File: src/rtl/sti_pkg.sv
// ---------------------------------------------------------------------------
// sti_pkg: shared types and constants for the sorted table
// Operation codes, cell commands, status codes and controller states.
// ---------------------------------------------------------------------------
package sti_pkg;

  localparam int DEF_CAPACITY = 16;
  localparam int VALUE_W      = 32;
  localparam int OUT_COUNT_W  = 5;
  localparam int MODE_W       = 2;
  localparam int STATUS_W     = 2;

  typedef enum logic [MODE_W-1:0] {
    MODE_INSERT = 2'd0,
    MODE_REMOVE = 2'd1,
    MODE_READ   = 2'd2
  } mode_t;

  typedef enum logic [STATUS_W-1:0] {
    STATUS_DONE  = 2'd0,
    STATUS_FULL  = 2'd1,
    STATUS_EMPTY = 2'd2
  } status_t;

  typedef enum logic [1:0] {
    ST_IDLE,
    ST_REMOVE,
    ST_READ
  } state_t;

  typedef enum logic [1:0] {
    CELL_HOLD,
    CELL_INSERT,   // open a slot at the first entry greater than key
    CELL_SQUEEZE,  // entries >= key move one place toward the head
    CELL_ROTATE    // valid entries move toward the head, head wraps to tail
  } cell_op_t;

  typedef struct packed {
    cell_op_t                   op;
    logic signed [VALUE_W-1:0]  key;
  } cell_ctrl_t;

endpackage

File: src/rtl/sti_cell.sv
// ---------------------------------------------------------------------------
// sti_cell: one slot of the sorted table
// Holds one entry and its valid bit, compares it with the broadcast key and
// takes data from a neighbor as the command says.
// ---------------------------------------------------------------------------
module sti_cell (
  input  logic                               clk,
  input  logic                               rst_n,
  input  sti_pkg::cell_ctrl_t                ctrl,
  input  logic signed [sti_pkg::VALUE_W-1:0] prev_value,
  input  logic                               prev_valid,
  input  logic                               prev_ins,
  input  logic signed [sti_pkg::VALUE_W-1:0] next_value,
  input  logic                               next_valid,
  input  logic signed [sti_pkg::VALUE_W-1:0] head_value,
  output logic signed [sti_pkg::VALUE_W-1:0] value_o,
  output logic                               valid_o,
  output logic                               ins_o,
  output logic                               eq_o
);
  import sti_pkg::*;

  logic signed [VALUE_W-1:0] value_r, value_nxt;
  logic                      valid_r, valid_nxt;
  logic                      ge;

  // ins: this slot is at or past the insertion point
  assign ins_o = !valid_r || (value_r > ctrl.key);
  assign ge    = valid_r && (value_r >= ctrl.key);
  assign eq_o  = valid_r && (value_r == ctrl.key);

  always_comb begin
    value_nxt = value_r;
    valid_nxt = valid_r;
    case (ctrl.op)
      CELL_INSERT: begin
        if (prev_ins) begin
          value_nxt = prev_value;
          valid_nxt = prev_valid;
        end else if (ins_o) begin
          value_nxt = ctrl.key;
          valid_nxt = 1'b1;
        end
      end
      CELL_SQUEEZE: begin
        if (ge) begin
          value_nxt = next_value;
          valid_nxt = next_valid;
        end
      end
      CELL_ROTATE: begin
        if (valid_r) begin
          value_nxt = next_valid ? next_value : head_value;
        end
      end
      default: ;
    endcase
  end

  always_ff @(posedge clk) begin
    if (!rst_n) begin
      valid_r <= 1'b0;
    end else begin
      valid_r <= valid_nxt;
    end
  end

  always_ff @(posedge clk) begin
    value_r <= value_nxt;
  end

  assign value_o = value_r;
  assign valid_o = valid_r;

endmodule

File: src/rtl/sorted_table_insert_remove_top.sv
// ---------------------------------------------------------------------------
// sorted_table_insert_remove_top: sorted multiset of signed 32-bit values
// A chain of slot cells keeps the entries in ascending order.
// ---------------------------------------------------------------------------
// Input stream: in_tuser carries the operation (insert, remove all equal,
// read out), in_tdata the value. Operation code 3 is swallowed silently.
// Output stream: one transaction per insert or remove, one per stored entry
// for a readout (a single empty-status transaction if nothing is stored);
// out_tlast marks the final transaction of each operation.
// Sequence: an insert is accepted and applied in the same cycle. A remove
// has an accepting cycle, then one cell-chain shift per removed entry, then
// a report step. A readout has an accepting cycle (which also reports when
// empty), then the chain rotates one place per emitted entry and is back in
// order at the end. Only one operation is in flight; in_tready is high only
// while idle and the output register is free or being drained. Results are
// formed into a single output register and show up in the cycle after.
// Reset clears every valid bit and the count; the table is empty at once.
// A stall on out_tready holds the output register and pauses the readout
// rotation; a remove keeps shifting and only waits for its final report.
// ---------------------------------------------------------------------------
module sorted_table_insert_remove_top #(
  parameter int CAPACITY = sti_pkg::DEF_CAPACITY
) (
  input  logic        clk,
  input  logic        rst_n,
  input  logic        in_tvalid,
  output logic        in_tready,
  input  logic [31:0] in_tdata,   // [31:0] value
  input  logic [1:0]  in_tuser,   // [1:0] mode
  output logic        out_tvalid,
  input  logic        out_tready,
  output logic [47:0] out_tdata,  // [31:0] entry_value, [36:32] entry_count,
                                  // [41:37] removed_count, zero above
  output logic        out_tlast,  // last
  output logic [1:0]  out_tuser   // [1:0] status
);
  import sti_pkg::*;

  localparam int CW = $clog2(CAPACITY + 1);

  state_t                     state_r, state_nxt;
  logic [CW-1:0]              count_r, count_nxt;
  logic [CW-1:0]              removed_r, removed_nxt;
  logic [CW-1:0]              idx_r, idx_nxt;
  logic signed [VALUE_W-1:0]  val_r, val_nxt;

  logic                       out_valid_r, out_valid_nxt;
  logic signed [VALUE_W-1:0]  out_value_r;
  logic [OUT_COUNT_W-1:0]     out_count_r, out_removed_r;
  logic                       out_last_r;
  status_t                    out_status_r;

  logic                       load;
  logic signed [VALUE_W-1:0]  ld_value;
  logic [CW-1:0]              ld_count, ld_removed;
  logic                       ld_last;
  status_t                    ld_status;

  cell_ctrl_t                 ctrl;
  logic                       out_free, full, match_any, read_last;
  mode_t                      in_mode;

  logic signed [VALUE_W-1:0]  cell_value [CAPACITY];
  logic [CAPACITY-1:0]        cell_valid, cell_ins, cell_eq;

  assign in_mode   = mode_t'(in_tuser);
  assign out_free  = !out_valid_r || out_tready;
  assign full      = (count_r == CW'(CAPACITY));
  assign match_any = |cell_eq;
  assign read_last = (idx_r == count_r - CW'(1));

  // cell chain
  for (genvar i = 0; i < CAPACITY; i++) begin : g_cell
    logic signed [VALUE_W-1:0] pv, nv;
    logic                      pvld, pins, nvld;
    if (i == 0) begin : g_head
      assign pv   = '0;
      assign pvld = 1'b0;
      assign pins = 1'b0;
    end else begin : g_mid
      assign pv   = cell_value[i-1];
      assign pvld = cell_valid[i-1];
      assign pins = cell_ins[i-1];
    end
    if (i == CAPACITY - 1) begin : g_tail
      assign nv   = '0;
      assign nvld = 1'b0;
    end else begin : g_body
      assign nv   = cell_value[i+1];
      assign nvld = cell_valid[i+1];
    end
    sti_cell u_cell (
      .clk        (clk),
      .rst_n      (rst_n),
      .ctrl       (ctrl),
      .prev_value (pv),
      .prev_valid (pvld),
      .prev_ins   (pins),
      .next_value (nv),
      .next_valid (nvld),
      .head_value (cell_value[0]),
      .value_o    (cell_value[i]),
      .valid_o    (cell_valid[i]),
      .ins_o      (cell_ins[i]),
      .eq_o       (cell_eq[i])
    );
  end

  always_comb begin
    state_nxt   = state_r;
    count_nxt   = count_r;
    removed_nxt = removed_r;
    idx_nxt     = idx_r;
    val_nxt     = val_r;
    in_tready   = 1'b0;
    ctrl.op     = CELL_HOLD;
    ctrl.key    = (state_r == ST_IDLE) ? $signed(in_tdata) : val_r;
    load        = 1'b0;
    ld_value    = '0;
    ld_count    = count_r;
    ld_removed  = '0;
    ld_last     = 1'b1;
    ld_status   = STATUS_DONE;
    case (state_r)
      ST_IDLE: begin
        in_tready = out_free;
        if (in_tvalid && out_free) begin
          case (in_mode)
            MODE_INSERT: begin
              load = 1'b1;
              if (full) begin
                ld_status = STATUS_FULL;
              end else begin
                ctrl.op   = CELL_INSERT;
                count_nxt = count_r + CW'(1);
                ld_count  = count_r + CW'(1);
              end
            end
            MODE_REMOVE: begin
              val_nxt     = $signed(in_tdata);
              removed_nxt = '0;
              state_nxt   = ST_REMOVE;
            end
            MODE_READ: begin
              if (count_r == '0) begin
                load      = 1'b1;
                ld_status = STATUS_EMPTY;
              end else begin
                idx_nxt   = '0;
                state_nxt = ST_READ;
              end
            end
            default: ;
          endcase
        end
      end
      ST_REMOVE: begin
        if (match_any) begin
          ctrl.op     = CELL_SQUEEZE;
          count_nxt   = count_r - CW'(1);
          removed_nxt = removed_r + CW'(1);
        end else if (out_free) begin
          load       = 1'b1;
          ld_removed = removed_r;
          state_nxt  = ST_IDLE;
        end
      end
      ST_READ: begin
        if (out_free) begin
          load     = 1'b1;
          ld_value = cell_value[0];
          ld_last  = read_last;
          ctrl.op  = CELL_ROTATE;
          idx_nxt  = idx_r + CW'(1);
          if (read_last) begin
            state_nxt = ST_IDLE;
          end
        end
      end
      default: begin
        state_nxt = ST_IDLE;
      end
    endcase
  end

  assign out_valid_nxt = load ? 1'b1 : (out_tready ? 1'b0 : out_valid_r);

  always_ff @(posedge clk) begin
    if (!rst_n) begin
      state_r     <= ST_IDLE;
      count_r     <= '0;
      out_valid_r <= 1'b0;
    end else begin
      state_r     <= state_nxt;
      count_r     <= count_nxt;
      out_valid_r <= out_valid_nxt;
    end
  end

  always_ff @(posedge clk) begin
    removed_r <= removed_nxt;
    idx_r     <= idx_nxt;
    val_r     <= val_nxt;
    if (load) begin
      out_value_r   <= ld_value;
      out_count_r   <= OUT_COUNT_W'(ld_count);
      out_removed_r <= OUT_COUNT_W'(ld_removed);
      out_last_r    <= ld_last;
      out_status_r  <= ld_status;
    end
  end

  assign out_tvalid = out_valid_r;
  assign out_tdata  = {6'b0, out_removed_r, out_count_r, out_value_r};
  assign out_tlast  = out_last_r;
  assign out_tuser  = out_status_r;

  // valid bits always track the count
  a_count_matches_cells: assert property (@(posedge clk) disable iff (!rst_n)
    $countones(cell_valid) == int'(count_r))
    else $error("valid cells disagree with count");

  a_count_bound: assert property (@(posedge clk) disable iff (!rst_n)
    count_r <= CW'(CAPACITY))
    else $error("count above capacity");

  a_insert_grows: assert property (@(posedge clk) disable iff (!rst_n)
    (in_tvalid && in_tready && in_mode == MODE_INSERT && !full)
      |=> count_r == $past(count_r) + CW'(1))
    else $error("insert did not add an entry");

  a_squeeze_shrinks: assert property (@(posedge clk) disable iff (!rst_n)
    (state_r == ST_REMOVE && match_any) |=> count_r == $past(count_r) - CW'(1))
    else $error("remove step did not drop an entry");

endmodule
File: config.mk
export PLATFORM = sky130hd
export DESIGN_NAME = sorted_table_insert_remove_top
export DESIGN_NICKNAME = d
export VERILOG_FILES = /design/src/rtl/sti_pkg.sv /design/src/rtl/sti_cell.sv /design/src/rtl/sorted_table_insert_remove_top.sv
export SDC_FILE = /design/constraint.sdc
export NUM_CORES = 2
export LEC_CHECK = 0
export ABC_AREA = 1
export BUFFER_PORTS_ARGS = -buffer_cell sky130_fd_sc_hd__buf_2
export CAP_MARGIN = 5
export CORE_MARGIN = 1.5
export CORE_UTILIZATION = 45
export DETAILED_ROUTE_END_ITERATION = 10
export SLEW_MARGIN = 20
export SYNTH_ARGS = -nofsm -noshare
export SYNTH_HDL_FRONTEND = slang
export SYNTH_SLANG_ARGS = --single-unit
File: constraint.sdc
create_clock -name clk -period 14.55 [get_ports clk]
set_input_delay 2.91 -clock clk [delete_from_list [all_inputs] [get_ports clk]]
set_output_delay 2.91 -clock clk [all_outputs]
set_load 0.02 [all_outputs]
# Word-level counts from Yosys, hierarchy flattened
# Cells that the tools add are included.
# classes
bitwise	2
muxes	199
addsub	4
n_lt_le_gt_ge	32
eq_ne	84
reduce_logical	116
# ops
cell	count
two-way mux 32 bit	79
case mux 32 bit (3 select lines)	16
== test 32 bit	16
greater-or-equal comparator 32 bit	16
greater-than comparator 32 bit	16
inequality test 2 x 1 -> 1 bit (second input constant)	36
AND reduction 4 bit	16
two-way mux 5 bit	12
two-way mux 1 bit	58
AND reduction 3 bit	17
inequality test 3 x 1 -> 1 bit (second input constant)	14
case mux 1 bit (2 select lines)	17
logical AND 1 bit	33
case mux 5 bit (2 select lines)	3
two-way mux 2 bit	9
OR reduction 18 bit	1
logical NOT 1 bit	17
logical OR 1 bit	17
OR reduction 16 bit	1
adder 5 x 1 -> 5 bit (second input constant)	3
inequality test 2 bit (second input constant)	6
case mux 2 bit (3 select lines)	2
AND reduction 5 bit	2
== test 2 bit (second input constant)	4
15 further kinds	26
# totals
wordCells	480
register_bits	623
inputBits	38
output_inout_bits	53

# Logic depth before layout (Yosys ltp)
# depth
word_depth	10
mapped_depth	33
mapped_depth_nobuf	27

# Modules after synthesis
# A second synthesis with hierarchy kept.
# hier_totals
hier_cells	6872
hier_area_um2	52097.5
# by_module_without_submodules
module	cells_per_inst	area_per_inst_um2	n_inst	seq_area_each_um2
sti_cell at g_cell[0].u_cell ...	399	2966.6	13	980.9
sti_cell at g_cell[7].u_cell ...	401	3015.4	2	980.9
sorted_table_insert_remove_top	481	4491.8	1	2772.7
sti_cell at g_cell[9].u_cell	402	3009.1	1	980.9

# Least setup slack after synthesis
# OpenSTA, ideal clock, no wires.
# synth_timing
path_kind	input -> register
startpoint	in in_tdata[31]
endpoint	reg g_cell[0].u_cell.value_r[0] (enable)
required_time_ns	14.129
cell_stages	27
t_arrival_ns	7.633
setup_ns	0.421
setup_slack_ns	6.496
n_path_buf	3
path_cell_list	or2_2 o21a_1 buf_2 inv_1 ha_1 nand2_1 nor2_2 nand2_1 nor2_1 nand2_1 nor3_1 inv_1 nand4_1 nor2_1 nand2_2 nand3_2 inv_1 nor2_1 inv_1 ha_1 inv_1 buf_2 clkbuf_1 a21oi_1 nand2_1 o211ai_1 nor2_1
# synth_between
elab_chain_len	9
word_cells_on_any_way	49
classes_between	2 x order compare; 23 x eq/ne; 3 x mux; 21 x reduce/logical
# synth_rtl
element	line	rtl
from (decl)	sorted_table_insert_remove_top.sv:28	input logic [31:0] in_tdata,
two-way mux 32 bit (*)	sorted_table_insert_remove_top.sv:117	ctrl.key = (state_r == ST_IDLE) ? $signed(in_tdata) : val_r;
== test 32 bit	sti_cell.sv:30	assign eq_o = valid_r && (value_r == ctrl.key);
logical AND 1 bit	sti_cell.sv:30	
OR reduction 16 bit	sorted_table_insert_remove_top.sv:69	assign match_any = |cell_eq;
two-way mux 2 bit	sorted_table_insert_remove_top.sv:158	if (match_any) begin
case mux 2 bit (3 select lines)	sorted_table_insert_remove_top.sv:124	case (state_r)
== test 2 bit or == test 2 x 1 -> 1 bit (tied branches)	sti_cell.sv:35	case (ctrl.op)
inequality test 2 x 1 -> 1 bit (no line) or nonzero test 3 bit (tied branches)	n/a	
AND reduction 5 bit (no line) (*)	n/a	
to (signal assigned)	sti_cell.sv:69	value_r <= value_nxt;
to (decl)	sti_cell.sv:23	logic signed [VALUE_W-1:0] value_r, value_nxt;
# Mark *: on every way between the ends. The rest lies on a longest branch, timed or not.
# A chain may end at the register's enable or synchronous reset.

# Worst setup path in the final report
# layout_timing
startpoint	in in_tdata[9]
endpoint	reg g_cell[10].u_cell.value_r[21], data pin
# layout_between
elab_chain_len	8
word_cells_on_any_way	43
classes_between	1 x order compare; 19 x eq/ne; 5 x mux; 18 x reduce/logical
# layout_rtl
element	line
two-way mux 32 bit (*)	sorted_table_insert_remove_top.sv:117
== test 32 bit	sti_cell.sv:30
logical AND 1 bit	sti_cell.sv:30
OR reduction 16 bit	sorted_table_insert_remove_top.sv:69
two-way mux 2 bit	sorted_table_insert_remove_top.sv:158
case mux 2 bit (3 select lines)	sorted_table_insert_remove_top.sv:124
== test 2 bit or == test 2 x 1 -> 1 bit (tied branches)	sti_cell.sv:35
case mux 32 bit (3 select lines) (*)	sti_cell.sv:35
named net g_cell[10].u_cell.value_nxt[21]	sti_cell.sv:23
to (signal assigned)	sti_cell.sv:69
to (decl)	sti_cell.sv:23
# Mark *: on every way through the listed nets, which the timed path passes. The rest lies on a longest branch.

==> parameters.txt <==
Parameter                              Value

Outcome
  Result of the run ... finished clean

Setup path
  Register-to-register path setup slack ... ~5.5 ns
  Critical path data arrival time ... around 10 ns
  Maximum fanout encountered on the critical timing path ... 91
  Endpoint kind of the worst setup timing path ... flop
  Critical path startpoint category ... primary input
  Critical setup path kind ... in -> reg
  WP data required ... about 15 ns

Logic synthesis
  Syn. warnings ... 0
  Area contributors post-synth ... sky130_fd_sc_hd__edfxtp_1 38%, sky130_fd_sc_hd__ha_1 14%, sky130_fd_sc_hd__nand2_1 12%, sky130_fd_sc_hd__o211ai_1 6.8%, sky130_fd_sc_hd__a21oi_1 4.1%
  Area of the mapped netlist ... between 40,000 and 50,000 µm²
  Post-Syn Area per Cell ... roughly 8.4 µm²
  Top cell type's share of synthesized area ... ~38%
  Unique masters post-synth ... 52
  Cell taking the most area after synthesis ... sky130_fd_sc_hd__edfxtp_1
  Total of flip-flops plus latches after synthesis ... about 620
  Proportion of synthesized chip area in sequential cells ... approximately two fifths
  Count of flip-flops with a built-in enable after synthesis ... between 500 and 600
  Top flip-flop cell by instance count after synthesis ... sky130_fd_sc_hd__edfxtp_1
  Asr flop ratio synth ... 0%
  Cell count after synthesis ... around 5,600

STA
  Min Hold Slack ... approximately 0.55 ns
  Fin Clk Skew ... between 0.04 and 0.05 ns
  Endpoints failing hold ... 0
  Summed negative setup slack over all endpoints ... 0 ns
  Worst-margin pin slew ... about 1.3 ns
  Max transition margin ... ~16%
  Share of the clock period used by the worst path ... between 60% and 70%
  Tmin final ... roughly 10 ns
  Final setup fails ... 0
  Peak clock frequency supported by timing ... 100 MHz
  Final max-slew violation count ... 0
  Unrepaired setup endpoints after global routing ... no

Global routing
  Gr usage total ... a little under two fifths
  Total global routing overflow ... 0
  Number of global-route vias before repair ... approximately 41,000
  Largest net degree at the start of global routing ... about 220
  Antenna violations before repair ... 6
  Global-route wire length before repair ... ~290,000 µm

Cells and area
  Post-synthesis to final-layout area growth ... 8.53%
  Share of layout cells above drive strength 1 ... 9.13%
  Number of nets in the finished design ... roughly 6,100

Floorplanning
  Floorplan die width ... between 300 and 400 µm
  Placeable core region ... around 100,000 µm²
  Starting Density ... 45.6%
  DIE AREA ... between 100,000 and 150,000 µm²
  Die H ... between 300 and 400 µm
  Rows ... between 100 and 150
  IO Pins ... about 90

CTS
  Cts bufs inserted ... between 70 and 80
  TritonCTS clock tree ... done
  Clock root buffer ... sky130_fd_sc_hd__clkbuf_16
  Clock transition at the register clock pins on the worst setup and hold paths after CTS ... around 0.06 ns
  Clk buf depth ... 3
  Post-CTS Hold Fix Bufs ... 0
  Number of clock sinks ... 623
  CTS-repair resized insts ... 0
  Source-to-sink clock delay at the later pin of the worst-skew pair ... 0.68 ns
  Post-CTS Repair Setup Buffers ... 0
  H-tree lvl count ... 3

Detailed routing
  M1 WL ... 81,100 µm
  Total via count after detailed routing ... between 40,000 and 50,000
  Final routed wirelength across all metal layers ... between 200,000 and 250,000 µm
  Detail-routed via count per cell ... around 6.4
  Count of TritonRoute iterations in the first routing pass ... 8
  Detail Route met2 WL ... between 80,000 and 90,000 µm
  DRC errors left ... 0
  Detailed route wirelength on metal3 ... between 20,000 and 30,000 µm
  Starting DRT DRC Count ... around 7,100
  Top layer reached by signal wires ... met4
  Average detailed-routed wire length per instance ... approximately 29 µm
  Antenna Violating Nets Remaining ... 0

Power and ir drop
  Largest voltage drop on the vdd net ... about 0.11 mV
  Power per standard cell area ... between 200 and 250 nW/µm²
  LEAKAGE ... between 20 and 25 nW
  Design Power ... about 12 mW

Place
  Number of I/O port buffers ... 84
  Detailed placer's ending HPWL ... ~140,000 µm
  GPL Wtd Cong ... between 0.9 and 1

Job
  Number of max-cap violations ... 0

Hold path
  Min-Delay Path Class ... reg -> reg
-- state kept, by name, summed over array words and instances, names as in the netlist --
signal and count:
g_cell.u_cell.value_o 512, out_value_r 32, val_r 32, g_cell.u_cell.valid_o 16
count_r 5, idx_r 5, out_count_r 5, out_removed_r 5
removed_r 5, out_tuser 2, state_r 2, out_tlast 1
out_tvalid 1
-- path summary, 6_finish.rpt --
| path | from | endpoint | cells past startpoint |
|---|---|---|---|
| max | in_tdata[9] | g_cell[10].u_cell.value_o[21]$_DFFE_PP_ | 23 |
| max reg2reg | state_r[0]$_SDFFE_PN0P_ | g_cell[10].u_cell.value_o[21]$_DFFE_PP_ | 27 |
| min reg2reg | count_r[4]$_SDFFE_PN0P_ | count_r[4]$_SDFFE_PN0P_ | 2 |
| min | count_r[4]$_SDFFE_PN0P_ | count_r[4]$_SDFFE_PN0P_ | 2 |
-- final cells by class --
type	instances	area, µm²
timing repair buffer	198	1320
clock buffer	101	2080
clock inverter	36	399
antenna	14	35.0
sequential	623	18500
fill	9951	52600
tap	1380	1730
multi-input combinational	4248	25800
inverter	432	1620
-- stage by stage --
stage	cells	cell area (µm²)	utilization, %	worst slack [ns]
finish	7032	51500	49.5	4.59
global route	7023	51500	49.4	4.33
CTS	7017	51400	49.4	4.88
detailed placement	6880	48900	47.0	4.19
global placement	6879	48900	47.0	4.40
floorplan	5639	47500	-	6.50
-- logic make-up (layout without fill, tap and decap cells) --
group,after synthesis,count (layout),synth area share [%]
AND/OR/NAND/NOR,2159,2159,19.2
flip-flops,623,623,38.9
buffers and inverters,768,767,6.88
adder cells (fa/ha/maj),520,520,13.7
AO/OA/AOI/OAI,1551,1551,21.0
other,1,20,0.00790
XOR/XNOR,12,12,0.222
-- critical path: stages --
cell and delay [ns]:
sky130_fd_sc_hd__buf_2 0.10, sky130_fd_sc_hd__nand2_1 0.05, sky130_fd_sc_hd__nand2_1 0.44, sky130_fd_sc_hd__clkinv_1 0.70, sky130_fd_sc_hd__buf_4 0.48, sky130_fd_sc_hd__ha_1 0.33, sky130_fd_sc_hd__nand4_1 0.15, sky130_fd_sc_hd__nor2_1 0.09
sky130_fd_sc_hd__nand2_4 0.47, sky130_fd_sc_hd__nand4_1 0.17, sky130_fd_sc_hd__nor2_1 0.23, sky130_fd_sc_hd__nand2_2 0.15, sky130_fd_sc_hd__nand3_2 0.15, sky130_fd_sc_hd__inv_1 0.05, sky130_fd_sc_hd__nor2_1 0.18, sky130_fd_sc_hd__inv_1 0.11
sky130_fd_sc_hd__ha_1 0.19, sky130_fd_sc_hd__buf_4 0.27, sky130_fd_sc_hd__nor2_4 0.80, sky130_fd_sc_hd__buf_4 0.99, sky130_fd_sc_hd__buf_4 0.89, sky130_fd_sc_hd__o211ai_1 0.20, sky130_fd_sc_hd__o211ai_1 0.14
-- synthesized netlist by cell type, types with 31 or more instances --
| library cell | number |
|---|---|
| sky130_fd_sc_hd__inv_1 | 394 |
| sky130_fd_sc_hd__nand4_1 | 62 |
| sky130_fd_sc_hd__edfxtp_1 | 599 |
| sky130_fd_sc_hd__clkbuf_1 | 196 |
| sky130_fd_sc_hd__a22oi_1 | 131 |
| sky130_fd_sc_hd__buf_2 | 75 |
| sky130_fd_sc_hd__o21ai_1 | 215 |
| sky130_fd_sc_hd__o211ai_1 | 427 |
| sky130_fd_sc_hd__a21oi_1 | 384 |
| sky130_fd_sc_hd__buf_4 | 47 |
| sky130_fd_sc_hd__ha_1 | 520 |
| sky130_fd_sc_hd__nand2_1 | 1497 |
| sky130_fd_sc_hd__nand3_2 | 31 |
| sky130_fd_sc_hd__nor2_1 | 281 |
| sky130_fd_sc_hd__o211ai_2 | 38 |
| sky130_fd_sc_hd__nand3_1 | 208 |
| sky130_fd_sc_hd__o21ai_0 | 224 |
| sky130_fd_sc_hd__o221ai_1 | 60 |
-- routing by layer --
| metal | up-vias | GRT usage, % |
|---|---|---|
| li1 | 20081 | - |
| met1 | 21413 | 50.9 |
| met2 | 3149 | 52.0 |
| met3 | 483 | 10.5 |
| met4 | 0 | 22.4 |
| met5 | - | 0 |
-- layout by cell type (no fill, tap or decap), types with 21 or more instances in the layout --
cell / n
sky130_fd_sc_hd__a22oi_1: 131
sky130_fd_sc_hd__nand3_1: 208
sky130_fd_sc_hd__nor2_2: 21
sky130_fd_sc_hd__a21oi_1: 384
sky130_fd_sc_hd__buf_2: 84
sky130_fd_sc_hd__o221ai_1: 60
sky130_fd_sc_hd__o21ai_1: 212
sky130_fd_sc_hd__nor2_1: 265
sky130_fd_sc_hd__o21a_1: 27
sky130_fd_sc_hd__o211ai_1: 427
sky130_fd_sc_hd__inv_1: 392
sky130_fd_sc_hd__nand3_2: 31
sky130_fd_sc_hd__o211ai_2: 38
sky130_fd_sc_hd__buf_4: 111
sky130_fd_sc_hd__nand4_1: 62
sky130_fd_sc_hd__ha_1: 520
sky130_fd_sc_hd__inv_2: 28
sky130_fd_sc_hd__dfxtp_1: 23
sky130_fd_sc_hd__o21ai_0: 224
sky130_fd_sc_hd__nand2_1: 1491
sky130_fd_sc_hd__edfxtp_1: 599
sky130_fd_sc_hd__clkbuf_16: 76
-- report_power, final --
group | switching [mW] | leakage (nW) | total, mW | internal [mW]
Combinational | 3.86 | 13.7 | 5.75 | 1.90
Sequential | 0.849 | 5.86 | 3.97 | 3.12
Clock | 0.870 | 1.22 | 2.00 | 1.13
(Power assumes the default switching activity.)
